===== config.mk =====
export PLATFORM = sky130hd
export DESIGN_NAME = account_name_validator_flat
export DESIGN_NICKNAME = d
export VERILOG_FILES = /design/src/rtl/core/anv_pkg.sv /design/src/rtl/core/anv_if.sv /design/src/rtl/core/anv_step.sv /design/src/rtl/core/account_name_validator.sv /design/src/flat_wrapper.sv
export SDC_FILE = /design/constraint.sdc
export NUM_CORES = 1
export LEC_CHECK = 0
export ABC_AREA = 1
export BUFFER_PORTS_ARGS = -buffer_cell sky130_fd_sc_hd__buf_4
export CELL_PAD_IN_SITES_DETAIL_PLACEMENT = 1
export CELL_PAD_IN_SITES_GLOBAL_PLACEMENT = 1
export CORE_MARGIN = 5
export CORE_UTILIZATION = 40
export CTS_CLUSTER_SIZE = 40
export DETAILED_ROUTE_END_ITERATION = 6
export PLACE_DENSITY_LB_ADDON = 0.1
export SETUP_SLACK_MARGIN = 0.05
export SYNTH_ARGS = -nofsm -noshare
export SYNTH_HDL_FRONTEND = slang
export SYNTH_SLANG_ARGS = --single-unit

===== constraint.sdc =====
create_clock -name clk -period 2.15 [get_ports clk]
set_input_delay 0.215 -clock clk [delete_from_list [all_inputs] [get_ports clk]]
set_output_delay 0.215 -clock clk [all_outputs]
set_load 0.005 [all_outputs]

===== src/rtl/core/anv_pkg.sv =====
`timescale 1ns / 1ps
package anv_pkg;

  localparam int unsigned CNT_W = 9;
  localparam logic [CNT_W-1:0] CNT_MAX = '1;

  localparam logic [7:0] CH_DOT    = 8'h2E;
  localparam logic [7:0] CH_HYPHEN = 8'h2D;
  localparam logic [7:0] CH_UNDER  = 8'h5F;

  localparam logic [7:0] MIN_LEN_RST  = 8'd3;
  localparam logic [7:0] MAX_LEN_RST  = 8'd32;
  localparam logic [7:0] PREM_LEN_RST = 8'd8;

  typedef enum logic [1:0] {
    REG_MIN_LEN  = 2'd0,
    REG_MAX_LEN  = 2'd1,
    REG_PREM_LEN = 2'd2
  } cfg_idx_t;

  typedef struct packed {
    logic [7:0] min_len;
    logic [7:0] max_len;
    logic [7:0] prem_len;
  } anv_cfg_t;

  typedef struct packed {
    logic [CNT_W-1:0] tot_cnt;
    logic [CNT_W-1:0] seg_cnt;
    logic [7:0]       prev_byte;
    logic             failed;
    logic             letters;
  } anv_state_t;

  localparam anv_state_t STATE_RST = '{
    tot_cnt:   '0,
    seg_cnt:   '0,
    prev_byte: '0,
    failed:    1'b0,
    letters:   1'b1
  };

  function automatic logic is_lower(input logic [7:0] b);
    return (b >= 8'h61) && (b <= 8'h7A);
  endfunction

  function automatic logic is_digit(input logic [7:0] b);
    return (b >= 8'h30) && (b <= 8'h39);
  endfunction

  function automatic logic is_head(input logic [7:0] b);
    return is_lower(b) || (b == CH_UNDER);
  endfunction

  function automatic logic is_tail(input logic [7:0] b);
    return is_head(b) || is_digit(b);
  endfunction

  function automatic logic is_body(input logic [7:0] b);
    return is_tail(b) || (b == CH_HYPHEN);
  endfunction

  function automatic logic [CNT_W-1:0] sat_inc(input logic [CNT_W-1:0] v);
    return (v == CNT_MAX) ? CNT_MAX : v + 1'b1;
  endfunction

endpackage


===== src/rtl/core/anv_if.sv =====
`timescale 1ns / 1ps
interface anv_in_if;
  logic       valid;
  logic       ready;
  logic [7:0] char_byte;
  logic       is_last;

  modport source (output valid, output char_byte, output is_last, input ready);
  modport sink (input valid, input char_byte, input is_last, output ready);
endinterface

interface anv_out_if;
  logic valid;
  logic ready;
  logic name_valid;
  logic name_premium;

  modport source (output valid, output name_valid, output name_premium, input ready);
  modport sink (input valid, input name_valid, input name_premium, output ready);
endinterface


===== src/rtl/core/anv_step.sv =====
`timescale 1ns / 1ps
module anv_step (
  input  anv_pkg::anv_cfg_t   cfg,
  input  anv_pkg::anv_state_t cur,
  input  logic [7:0]          char_byte,
  input  logic                is_last,
  output anv_pkg::anv_state_t nxt,
  output logic                name_valid,
  output logic                name_premium
);
  import anv_pkg::*;

  logic             fail;
  logic             letters;
  logic [CNT_W-1:0] total;
  logic [CNT_W-1:0] seg;
  logic [CNT_W-1:0] min_ext;
  logic [CNT_W-1:0] max_ext;
  logic [CNT_W-1:0] prem_ext;

  assign min_ext  = {1'b0, cfg.min_len};
  assign max_ext  = {1'b0, cfg.max_len};
  assign prem_ext = {1'b0, cfg.prem_len};

  always_comb begin
    fail    = cur.failed;
    letters = cur.letters && is_lower(char_byte);
    total   = sat_inc(cur.tot_cnt);
    seg     = cur.seg_cnt;

    if (char_byte == CH_DOT) begin
      // close the segment before the dot; a dot on the last byte leaves an empty one
      if (seg == '0 || seg < min_ext || !is_tail(cur.prev_byte)) fail = 1'b1;
      if (is_last) fail = 1'b1;
      seg = '0;
    end else begin
      if (seg == '0) begin
        if (!is_head(char_byte)) fail = 1'b1;
      end else begin
        if (!is_body(char_byte)) fail = 1'b1;
      end
      seg = sat_inc(seg);
      if (is_last && (seg < min_ext || !is_tail(char_byte))) fail = 1'b1;
    end

    name_valid   = !fail && total >= min_ext && total <= max_ext;
    name_premium = letters && total >= min_ext && total <= prem_ext;

    if (is_last) begin
      nxt = STATE_RST;
    end else begin
      nxt.tot_cnt   = total;
      nxt.seg_cnt   = seg;
      nxt.prev_byte = char_byte;
      nxt.failed    = fail;
      nxt.letters   = letters;
    end
  end

endmodule


===== src/rtl/core/account_name_validator.sv =====
`timescale 1ns / 1ps
// Dotted account name syntax checker.
//
// in_ch carries a name one byte per request, with is_last set on its final
// byte. out_ch carries one result per name (name_valid, name_premium), sent
// only for the final byte; other bytes produce nothing on out_ch.
// cfg_we/cfg_index/cfg_wdata write min_length (0), max_length (1) and
// premium_max_length (2); index 3 is ignored. Write them only while idle.
//
// Throughput is one byte per cycle unless a final byte waits on a full
// output register: a byte is captured in the input register, then
// classified and folded into the name state as it leaves that register,
// and the result for a final byte lands in the output register, which
// drives out_ch.valid. The single pass through anv_step sets the cycle time.
//
// Reset clears the pipeline, starts a fresh name and loads the register
// defaults 3, 32 and 8. When out_ch stalls, the result holds in the output
// register; a final byte waits in the input register and in_ch.ready drops
// only while both are full; non-final bytes keep flowing past a held result.
module account_name_validator (
  input  logic                  clk,
  input  logic                  rst_n,
  anv_in_if.sink                in_ch,
  anv_out_if.source             out_ch,
  input  logic                  cfg_we,
  input  logic [1:0]            cfg_index,
  input  logic [7:0]            cfg_wdata
);
  import anv_pkg::*;

  anv_cfg_t   cfg_r;
  anv_state_t st_r, st_nxt;

  // input register
  logic       stg_v_r;
  logic [7:0] stg_byte_r;
  logic       stg_last_r;
  logic       stg_adv;

  // result register
  logic       out_v_r;
  logic       res_valid_r, res_prem_r;
  logic       res_valid, res_prem;
  logic       out_free;

  // configuration registers; drop writes to unknown indexes
  always_ff @(posedge clk) begin
    if (!rst_n) begin
      cfg_r.min_len  <= MIN_LEN_RST;
      cfg_r.max_len  <= MAX_LEN_RST;
      cfg_r.prem_len <= PREM_LEN_RST;
    end else if (cfg_we) begin
      unique case (cfg_idx_t'(cfg_index))
        REG_MIN_LEN:  cfg_r.min_len  <= cfg_wdata;
        REG_MAX_LEN:  cfg_r.max_len  <= cfg_wdata;
        REG_PREM_LEN: cfg_r.prem_len <= cfg_wdata;
        default: ;
      endcase
    end
  end

  // a staged byte advances unless it is final and the result slot stays full
  assign out_free    = !out_v_r || out_ch.ready;
  assign stg_adv     = stg_v_r && (!stg_last_r || out_free);
  assign in_ch.ready = !stg_v_r || stg_adv;

  always_ff @(posedge clk) begin
    if (!rst_n) begin
      stg_v_r <= 1'b0;
    end else if (in_ch.ready) begin
      stg_v_r <= in_ch.valid;
    end
  end

  always_ff @(posedge clk) begin
    if (in_ch.valid && in_ch.ready) begin
      stg_byte_r <= in_ch.char_byte;
      stg_last_r <= in_ch.is_last;
    end
  end

  anv_step u_step (
    .cfg          (cfg_r),
    .cur          (st_r),
    .char_byte    (stg_byte_r),
    .is_last      (stg_last_r),
    .nxt          (st_nxt),
    .name_valid   (res_valid),
    .name_premium (res_prem)
  );

  // name state; advance once per byte leaving the input register
  always_ff @(posedge clk) begin
    if (!rst_n) begin
      st_r <= STATE_RST;
    end else if (stg_adv) begin
      st_r <= st_nxt;
    end
  end

  always_ff @(posedge clk) begin
    if (!rst_n) begin
      out_v_r <= 1'b0;
    end else if (stg_adv && stg_last_r) begin
      out_v_r <= 1'b1;
    end else if (out_ch.ready) begin
      out_v_r <= 1'b0;
    end
  end

  always_ff @(posedge clk) begin
    if (stg_adv && stg_last_r) begin
      res_valid_r <= res_valid;
      res_prem_r  <= res_prem;
    end
  end

  assign out_ch.valid        = out_v_r;
  assign out_ch.name_valid   = res_valid_r;
  assign out_ch.name_premium = res_prem_r;

  a_rst_empty: assert property (@(posedge clk) !rst_n |=> !stg_v_r && !out_v_r)
    else $error("pipeline not empty after reset");

  a_last_posts: assert property (@(posedge clk) disable iff (!rst_n)
    stg_adv && stg_last_r |=> out_v_r)
    else $error("final byte left input register without a result");

  a_name_restart: assert property (@(posedge clk) disable iff (!rst_n)
    stg_adv && stg_last_r |=> st_r.tot_cnt == '0 && st_r.seg_cnt == '0 && st_r.letters)
    else $error("name state not cleared after final byte");

  a_seg_le_tot: assert property (@(posedge clk) disable iff (!rst_n)
    st_r.seg_cnt <= st_r.tot_cnt)
    else $error("segment count exceeds total count");

endmodule


===== src/flat_wrapper.sv =====
// flat-port wrapper written by rule: the top's interface ports become plain ports
module account_name_validator_flat import anv_pkg::*;
  (clk, rst_n, cfg_we, cfg_index, cfg_wdata, in_ch_valid, in_ch_char_byte, in_ch_is_last, in_ch_ready, out_ch_valid, out_ch_name_valid, out_ch_name_premium, out_ch_ready);
  anv_in_if in_ch_i ();
  anv_out_if out_ch_i ();
  input  logic clk;
  input  logic rst_n;
  input  logic cfg_we;
  input  logic [1:0] cfg_index;
  input  logic [7:0] cfg_wdata;
  input wire logic [$bits(in_ch_i.valid)-1:0] in_ch_valid;
  input wire logic [$bits(in_ch_i.char_byte)-1:0] in_ch_char_byte;
  input wire logic [$bits(in_ch_i.is_last)-1:0] in_ch_is_last;
  output wire logic [$bits(in_ch_i.ready)-1:0] in_ch_ready;
  output wire logic [$bits(out_ch_i.valid)-1:0] out_ch_valid;
  output wire logic [$bits(out_ch_i.name_valid)-1:0] out_ch_name_valid;
  output wire logic [$bits(out_ch_i.name_premium)-1:0] out_ch_name_premium;
  input wire logic [$bits(out_ch_i.ready)-1:0] out_ch_ready;
  assign in_ch_i.valid = in_ch_valid;
  assign in_ch_i.char_byte = in_ch_char_byte;
  assign in_ch_i.is_last = in_ch_is_last;
  assign in_ch_ready = in_ch_i.ready;
  assign out_ch_valid = out_ch_i.valid;
  assign out_ch_name_valid = out_ch_i.name_valid;
  assign out_ch_name_premium = out_ch_i.name_premium;
  assign out_ch_i.ready = out_ch_ready;
  account_name_validator u_core (.clk(clk), .rst_n(rst_n), .in_ch(in_ch_i), .out_ch(out_ch_i), .cfg_we(cfg_we), .cfg_index(cfg_index), .cfg_wdata(cfg_wdata));
endmodule

==> summary.md, run 1 <==
| Metric | Value |
|---|---|
| Initial antenna violation count | 0 |
| Yosys reg bits | 65 |
| Yosys cell types | 34 |
| Worst setup SP type | flop |
| Die area | 0.01218 sq mm |
| # DRC | 0 |
| Final setup fails | 2 |
| Slew margin rel. | 59.23% |
| Worst Path Arrival | 2.45 ns |
| Worst-Margin Slew | 0.6069 ns |
| Sequential-to-total area share from yosys stat | 35.04% |
| Failing checks | negative setup slack |
| Die Y | 110.3 microns |
| CP max FO | 4 |
| Crit path from | u_core.st_r[19] |
| FF-to-FF setup slack | -0.18 ns |
| Leak | 2.559 nW |
| First-pass detailed-route iteration total | 4 |
| Post-Synthesis Net Count | 633 |
| N_diodes | 0 |
| Total GRT Usage | 22.26% |
| Final hold slack | 0.04074 ns |
| Row cnt | 36 |
| Status | complete, but fails checks |
| Final hold vios | 0 |
| CP Capture Point | u_core.out_ch.name_valid |
| Routed Antenna Nets | 0 |
| Top cells by area, synth | dfxtp_1, nand2_1, ha_1 |
| CP required | 2.27 ns |
| Synth Cell Area | 0.004028 sq mm |
| CTS buffer count | 9 |
| Cell taking the most area after synthesis | dfxtp_1 |
| Gpl congestion | 0.8154 |
| Post-route cell area | 0.005393 sq mm |
| Layout cells sized above 1 | 27.15% |
| Yosys warns | 0 |
| IR drop worst, VDD | 406.9 uV |
| CP max-delay cell | dfxtp_2 |
| Fin nets | 723 |
| Critical Path Sink Type | flop |
| Final worst path period need | 2.330 ns |
| GRT overflow | 0 |
| Routed wire per std cell | 15.54 microns |
| CTS Buffer Depth | 2 |
| Post-DP HPWL | 9301 microns |
| Area Growth Syn to Fin | 33.89% |
| Routed Wire Length | 12370 microns |
| Reg-to-Reg End | u_core.out_ch.name_valid |
| Max-Cap Viols | 0 |
| Worst skew pair latency | 0.35 ns |
| CP Class | reg -> reg |
| Vias in the first global route | 4430 |
| Clk root buf | clkbuf_8 |
| Fillers | 1294 |
| Vias per cell | 5.059 |
| Area share of the largest cell type after synthesis | 26.84% |
| CTS tree | done |
| Worst hold path type | in -> reg |
| Syn avg cell area | 7.091 sq um |
| Final Worst Setup Slack | -0.1797 ns |
| CP max stage delay | 0.35 ns |
| R2r startpoint | u_core.st_r[19] |
| Final Max Slew Viols | 0 |
| Die Wd | 110.3 microns |
| First-pass GRT wire length | 20920 microns |
| R2R depth | 17 |
| Vias | 4027 |
| Clock Pin Slew Worst Setup and Hold Paths | 0.08 ns |
| Area after DPL | 0.004802 sq mm |
| Skew final | 0.006788 ns |
| Fmax | 429.2 MHz |
| Initial Util | 41.02% |
| Largest net degree at the start of global routing | 29 |
| 1st-iter DRT viols | 129 |
| Power Dens Cells | 503.7 mW/mm^2 |
| CP Cell Sequence | ha_4 -> nand2_4 -> nor2_4 -> inv_2 -> nor3_2 -> inv_1 -> or2_1 -> nand3_4 -> ha_4 -> nand2_2 -> inv_2 -> nand4_1 -> nand3b_1 -> nand2_1 -> nand2_1 -> nand2_1 -> nor2_1 |
| H-Tree Depth | 3 |
| RSZ-0062 raised after global routing | yes |
| Io pins | 28 |
| IO Port Bufs | 27 |
| Cells after synthesis | 568 |
| CP dominant cell by count | nand2_1 |
| Core Footprint | 0.009819 sq mm |
| Clock sinks | 65 |
| Final cycle utilization of the critical path | 108.4% |
## cell usage in the layout (no fill, tap or decap), types with 4 or more instances in the layout
| cell type | count |
|---|---|
| a21oi_1 | 54 |
| a21oi_2 | 5 |
| buf_4 | 89 |
| clkbuf_8 | 9 |
| dfxtp_1 | 50 |
| edfxtp_1 | 11 |
| ha_1 | 27 |
| ha_4 | 14 |
| inv_1 | 79 |
| inv_2 | 7 |
| nand2_1 | 143 |
| nand2_2 | 10 |
| nand3_1 | 18 |
| nand3_2 | 5 |
| nand3_4 | 5 |
| nand4_1 | 10 |
| nor2_1 | 44 |
| nor3_2 | 4 |
| o211ai_1 | 5 |
| o21ai_0 | 23 |
## cell type report
class / instances / area, sq um / area share (%)
Inverter: 87 / 329.1 / 6.102
Multi-Input combinational cell: 404 / 2599 / 48.19
Tap cell: 133 / 166.4 / 3.086
Sequential cell: 65 / 1421 / 26.36
Clock inverter: 6 / 58.81 / 1.090
Clock buffer: 10 / 127.6 / 2.367
Timing Repair Buffer: 91 / 690.7 / 12.81
## worst min-delay path by stage
stage | from | end | slack (ns) | depth (start not counted)
after floorplan | in_ch_char_byte[0] | u_core.stg_byte_r[0] | 0.31 | 0
after global placement | in_ch_is_last | u_core.stg_last_r | 0.39 | 1
after detailed placement | in_ch_char_byte[0] | u_core.stg_byte_r[0] | 0.39 | 1
after CTS | in_ch_char_byte[0] | u_core.stg_byte_r[0] | 0.02 | 1
after global routing | in_ch_char_byte[0] | u_core.stg_byte_r[0] | 0.01 | 1
final | in_ch_is_last | u_core.stg_last_r | 0.04 | 1
## cells by family after synthesis
kind of cell	Yosys count	synth area share, %
AO/OA/AOI/OAI	102	13.89
adder cells (fa/ha/maj)	41	12.74
buffers and inverters	99	9.475
flip-flops	65	35.04
AND/OR/NAND/NOR	261	28.86
## metal layers
layer | share of wire [%] | track usage (%) | vias up
li1 | - | - | 2023
met1 | 44 | 26.15 | 1930
met2 | 51 | 40.64 | 56
met3 | 2.6 | 3.611 | 18
met4 | 1.9 | 8.004 | 0
met5 | 0 | 0 | -
## repair_timing
| action | in CTS | in global routing |
|---|---|---|
| endpoints found under the setup margin | 2 | 2 |
| buffers inserted | 9 | 2 |
| hold buffers | 0 | 0 |
| gates resized for setup | 49 | 7 |
| pin swaps | 26 | 3 |
## worst max-delay path, delay by kind of cell, from the launching register on
| family | cells | cell delay [ns] |
|---|---|---|
| simple gates | 12 | 1.23 |
| buf+inv | 3 | 0.19 |
| fa+ha+maj | 2 | 0.32 |
| flops | 1 | 0.35 |
## synth_stat cells (all sizes together)
master	n
nand3	28
nand4	10
edfxtp	11
nand3b	4
dfxtp	54
inv	87
or2	7
a21o	2
a211oi	2
o211ai	5
o21ai	31
o21bai	2
o21a	1
a21oi	59
clkbuf	8
ha	41
nor3	10
nand2	155
buf	4
nor2	47
## metrics by stage
stage	std cells	power, mW	setup slack (ns)	utilization (%)	setup TNS [ns]
finish	796	2.717	-0.1797	54.92	-0.3370
global placement	769	1.662	-0.2652	48.90	-0.4482
CTS	794	2.737	-0.1589	54.57	-0.2623
global route	796	2.846	-0.3734	54.92	-0.6837
floorplan	568	1.534	-0.07522	-	-0.07938
detailed placement	769	1.680	-0.3107	48.90	-0.5804
## registers in the layout, indices dropped and copies added (netlist names)
name                        cells
u_core.out_ch.name_valid        1
u_core.stg_byte_r               8
u_core.out_ch.name_premium      1
u_core.cfg_r                   24
u_core.stg_v_r                  1
u_core.st_r                    28
u_core.out_ch.valid             1
u_core.stg_last_r               1
## power by group
| group | total, mW | internal (mW) | switching, mW |
|---|---|---|---|
| registers | 1.31 | 1.28 | 0.0291 |
| logic | 0.374 | 0.154 | 0.219 |
| clock network | 1.03 | 0.528 | 0.504 |
| total | 2.72 | 1.96 | 0.752 |
Power figures use the tool's default switching activity.
==> inputs of run 2 (changes only) <==
--- a/config.mk
+++ b/config.mk
@@ -5,13 +5,11 @@
 export SDC_FILE = /design/constraint.sdc
 export NUM_CORES = 1
 export LEC_CHECK = 0
-export ABC_AREA = 1
 export BUFFER_PORTS_ARGS = -buffer_cell sky130_fd_sc_hd__buf_4
 export CELL_PAD_IN_SITES_DETAIL_PLACEMENT = 1
 export CELL_PAD_IN_SITES_GLOBAL_PLACEMENT = 1
 export CORE_MARGIN = 5
-export CORE_UTILIZATION = 40
-export CTS_CLUSTER_SIZE = 40
+export CORE_UTILIZATION = 50
 export DETAILED_ROUTE_END_ITERATION = 6
 export PLACE_DENSITY_LB_ADDON = 0.1
 export SETUP_SLACK_MARGIN = 0.05
==> constraint.sdc (replaced) <==
create_clock -name clk -period 3 [get_ports clk]
set_input_delay 0.3 -clock clk [delete_from_list [all_inputs] [get_ports clk]]
set_output_delay 0.3 -clock clk [all_outputs]
set_load 0.005 [all_outputs]
==> run 2 against run 1 <==
The flow now finishes without violations. Clock-buffer cell count is 1 lower. Sequential power fell by 28%. Synthesized cell count shrank 20%. Sequential share of layout area grew 4.3 points. Routed wire length down 10%. Register-to-register slack better by 0.26 ns. Highest routed layer unchanged.
==> summary.md, run 2 <==
| Metric | Value |
|---|---|
| Cell taking the most area after synthesis | dfxtp_1 |
| Leak | 1.984 nW |
| Mux cell area share after synthesis | 4.069% |
| CP max FO | 6 |
| Max-Cap Viols | 0 |
| Hold Path Stages | 1 |
| Final Max Slew Viols | 0 |
| CTS buffer count | 9 |
| Routed Antenna Nets | 0 |
| Die Wd | 98.73 microns |
| Worst Path Arrival | 3.12 ns |
| Fin nets | 558 |
| Final worst path period need | 2.917 ns |
| Synth Area in Simple Gates | 22.06% |
| CP Class | reg -> reg |
| Worst-Margin Slew | 0.9127 ns |
| Syn avg cell area | 8.709 sq um |
| Status | complete, no violations |
| Final setup fails | 0 |
| H-Tree Depth | 3 |
| Share of synthesized flip-flops with an asynchronous set or reset | 0% |
| Commonest non-fill, non-tap cell in the layout | dfxtp_1 |
| Fillers | 936 |
| # DRC | 0 |
| CP max stage delay | 0.47 ns |
| Fmax | 342.8 MHz |
| Clock sinks | 65 |
| Post-synth top cells | dfxtp_1, nand2_1, ha_1, nor2b_1, inv_1 |
| First-pass detailed-route iteration total | 4 |
| Layout cells sized above 1 | 17.27% |
| Routed wire per std cell | 18.48 microns |
| Top cells by area, synth | dfxtp_1, ha_1, edfxtp_1 |
| R2R depth | 10 |
| IO Port Bufs | 27 |
| CTS tree | done |
| Die area | 0.009747 sq mm |
| Yosys warns | 0 |
| Core Footprint | 0.007687 sq mm |
| Post-Synth Adder-Cell Area | 13.03% |
| Routed Wire Length | 11090 microns |
| Most frequent cells in the layout | dfxtp_1, nand2_1, buf_4 |
| Area Growth Syn to Fin | 17.64% |
| Initial antenna violation count | 0 |
| Post-DP HPWL | 7969 microns |
| Power Dens Cells | 408.5 mW/mm^2 |
| IR drop worst, VDD | 339.4 uV |
| Yosys cell types | 54 |
| Slew margin rel. | 38.89% |
| Vias per cell | 5.803 |
| Max FFs per register | 28 |
| Count leader, synth | dfxtp_1 |
| Min-Delay Startpoint | in_ch_char_byte[4] |
| FF-to-FF setup slack | 0.08 ns |
| Post-synth EDFFs | 11 |
| Biggest regs | u_core.st_r (28), u_core.cfg_r (24), u_core.stg_byte_r (8) |
| RSZ-0062 raised after global routing | yes |
| Skew final | 0.01350 ns |
| R2r startpoint | u_core.st_r[20] |
| Final hold slack | 0.1297 ns |
| Biggest register | u_core.st_r |
| Vias | 3482 |
| GRT overflow | 0 |
| Synth Cell Area | 0.003936 sq mm |
| Gpl congestion | 0.8760 |
| Die Y | 98.73 microns |
| Io pins | 28 |
| Cells after synthesis | 452 |
| Worst setup SP type | flop |
| Sequential-to-total area share from yosys stat | 35.86% |
| Clock Pin Slew Worst Setup and Hold Paths | 0.08 ns |
| N_diodes | 0 |
| Hold endpoint | u_core.stg_byte_r[4] |
| Clk root buf | clkbuf_8 |
| Reg-to-Reg End | u_core.out_ch.name_premium |
| Vias in the first global route | 3639 |
| Setup TNS Final | 0 ns |
| CP Cell Sequence | ha_4 -> nand4_1 -> or3_4 -> nand2_2 -> ha_1 -> a21o_1 -> a21o_1 -> a211o_1 -> a2111oi_4 -> o2111a_1 |
| Total GRT Usage | 22.44% |
| Worst hold path type | in -> reg |
| First-pass GRT wire length | 17780 microns |
| Final cycle utilization of the critical path | 97.23% |
| Worst skew pair latency | 0.34 ns |
| CP max-delay cell | or3_4 |
| Row cnt | 32 |
| Top_reg_cell synth | dfxtp_1 |
| 1st-iter DRT viols | 99 |
| Complex-gate fraction of the synthesized area | 18.72% |
| Largest net degree at the start of global routing | 53 |
| CP dominant cell by count | a21o_1 |
| Yosys reg bits | 65 |
| CTS Buffer Depth | 2 |
| XOR/XNOR share of the synthesized area | 1.558% |
| CP required | 3.21 ns |
| Critical Path Sink Type | flop |
| Post-Synthesis Net Count | 517 |
| Largest family of logic cells by synthesized area | simple AND/OR/NAND/NOR gates |
| Area share of the largest cell type after synthesis | 27.46% |
| Final hold vios | 0 |
| Initial Util | 51.20% |
run 2: cell types whose count changed after synthesis, sizes merged, moves of 9 or more:
cell | before | now
nand2 | 155 | 47
inv | 87 | 32
nor2b | 0 | 34
a21oi | 59 | 30
nor2 | 47 | 22
mux2i | 0 | 16
o21ai | 31 | 16
a21boi | 0 | 14
a22oi | 0 | 9
run 2: cell families after synthesis:
kind of cell             after synthesis
multiplexers                          16
AND/OR/NAND/NOR                      165
XOR/XNOR                               7
adder cells (fa/ha/maj)               41
flip-flops                            65
buffers and inverters                 49
AO/OA/AOI/OAI                        109
run 2: power by group:
part | total, mW | internal [mW] | switching (mW)
clock | 0.744 | 0.382 | 0.363
combinational | 0.208 | 0.0954 | 0.112
sequential | 0.939 | 0.913 | 0.0267
run 2: final cells by class:
cell class	instances	area, sq um	area share (%)
Clock buffer	9	123.9	2.675
Clock inverter	7	71.32	1.540
Inverter	32	120.1	2.594
Multi-Input combinational cell	338	2419	52.23
Sequential cell	65	1419	30.64
Tap cell	102	127.6	2.756
Timing Repair Buffer	47	350.3	7.566
run 2: per-stage QoR:
stage / power (mW) / setup WS (ns) / cells / instance area (sq um) / util (%)
after floorplan: 1.075 / 0.1079 / 452 / 3954 / -
after global routing: 1.979 / -0.009229 / 600 / 4631 / 60.24
after global placement: 1.146 / 0.1113 / 579 / 4339 / 56.45
final: 1.892 / 0.08311 / 600 / 4631 / 60.24
after detailed placement: 1.156 / 0.01180 / 579 / 4339 / 56.45
after CTS: 1.898 / 0.05487 / 595 / 4539 / 59.05
run 2: worst max path at each step:
stage                         start                          to  slack, ns
CTS                 u_core.st_r[19]  u_core.out_ch.name_premium       0.05
detailed placement  u_core.st_r[20]  u_core.out_ch.name_premium       0.01
floorplan           u_core.st_r[20]  u_core.out_ch.name_premium       0.11
global placement    u_core.st_r[19]  u_core.out_ch.name_premium       0.11
global route        u_core.st_r[20]    u_core.out_ch.name_valid     -0.009
finish              u_core.st_r[20]  u_core.out_ch.name_premium       0.08
run 2: metal layers:
layer,wire length [microns],GRT usage (%)
met2,5526,39.42
met1,5014,28.10
met5,0,0
met3,335,3.468
met4,210,7.353
run 2: critical path, delay by kind of cell, from the launching register on:
kind            cells  cell delay (ns)
compound gates      5             1.29
simple gates        3             0.69
fa+ha+maj           2             0.43
flops               1             0.38
run 2: what timing repair did:
action | 4_1_cts | 5_1_grt
pin swaps | 0 | 4
buffers inserted | 0 | 5
hold buffers | 0 | 0
resized for setup | 1 | 15
gates cloned | 0 | 0
setup endpoints to repair | 2 | 2
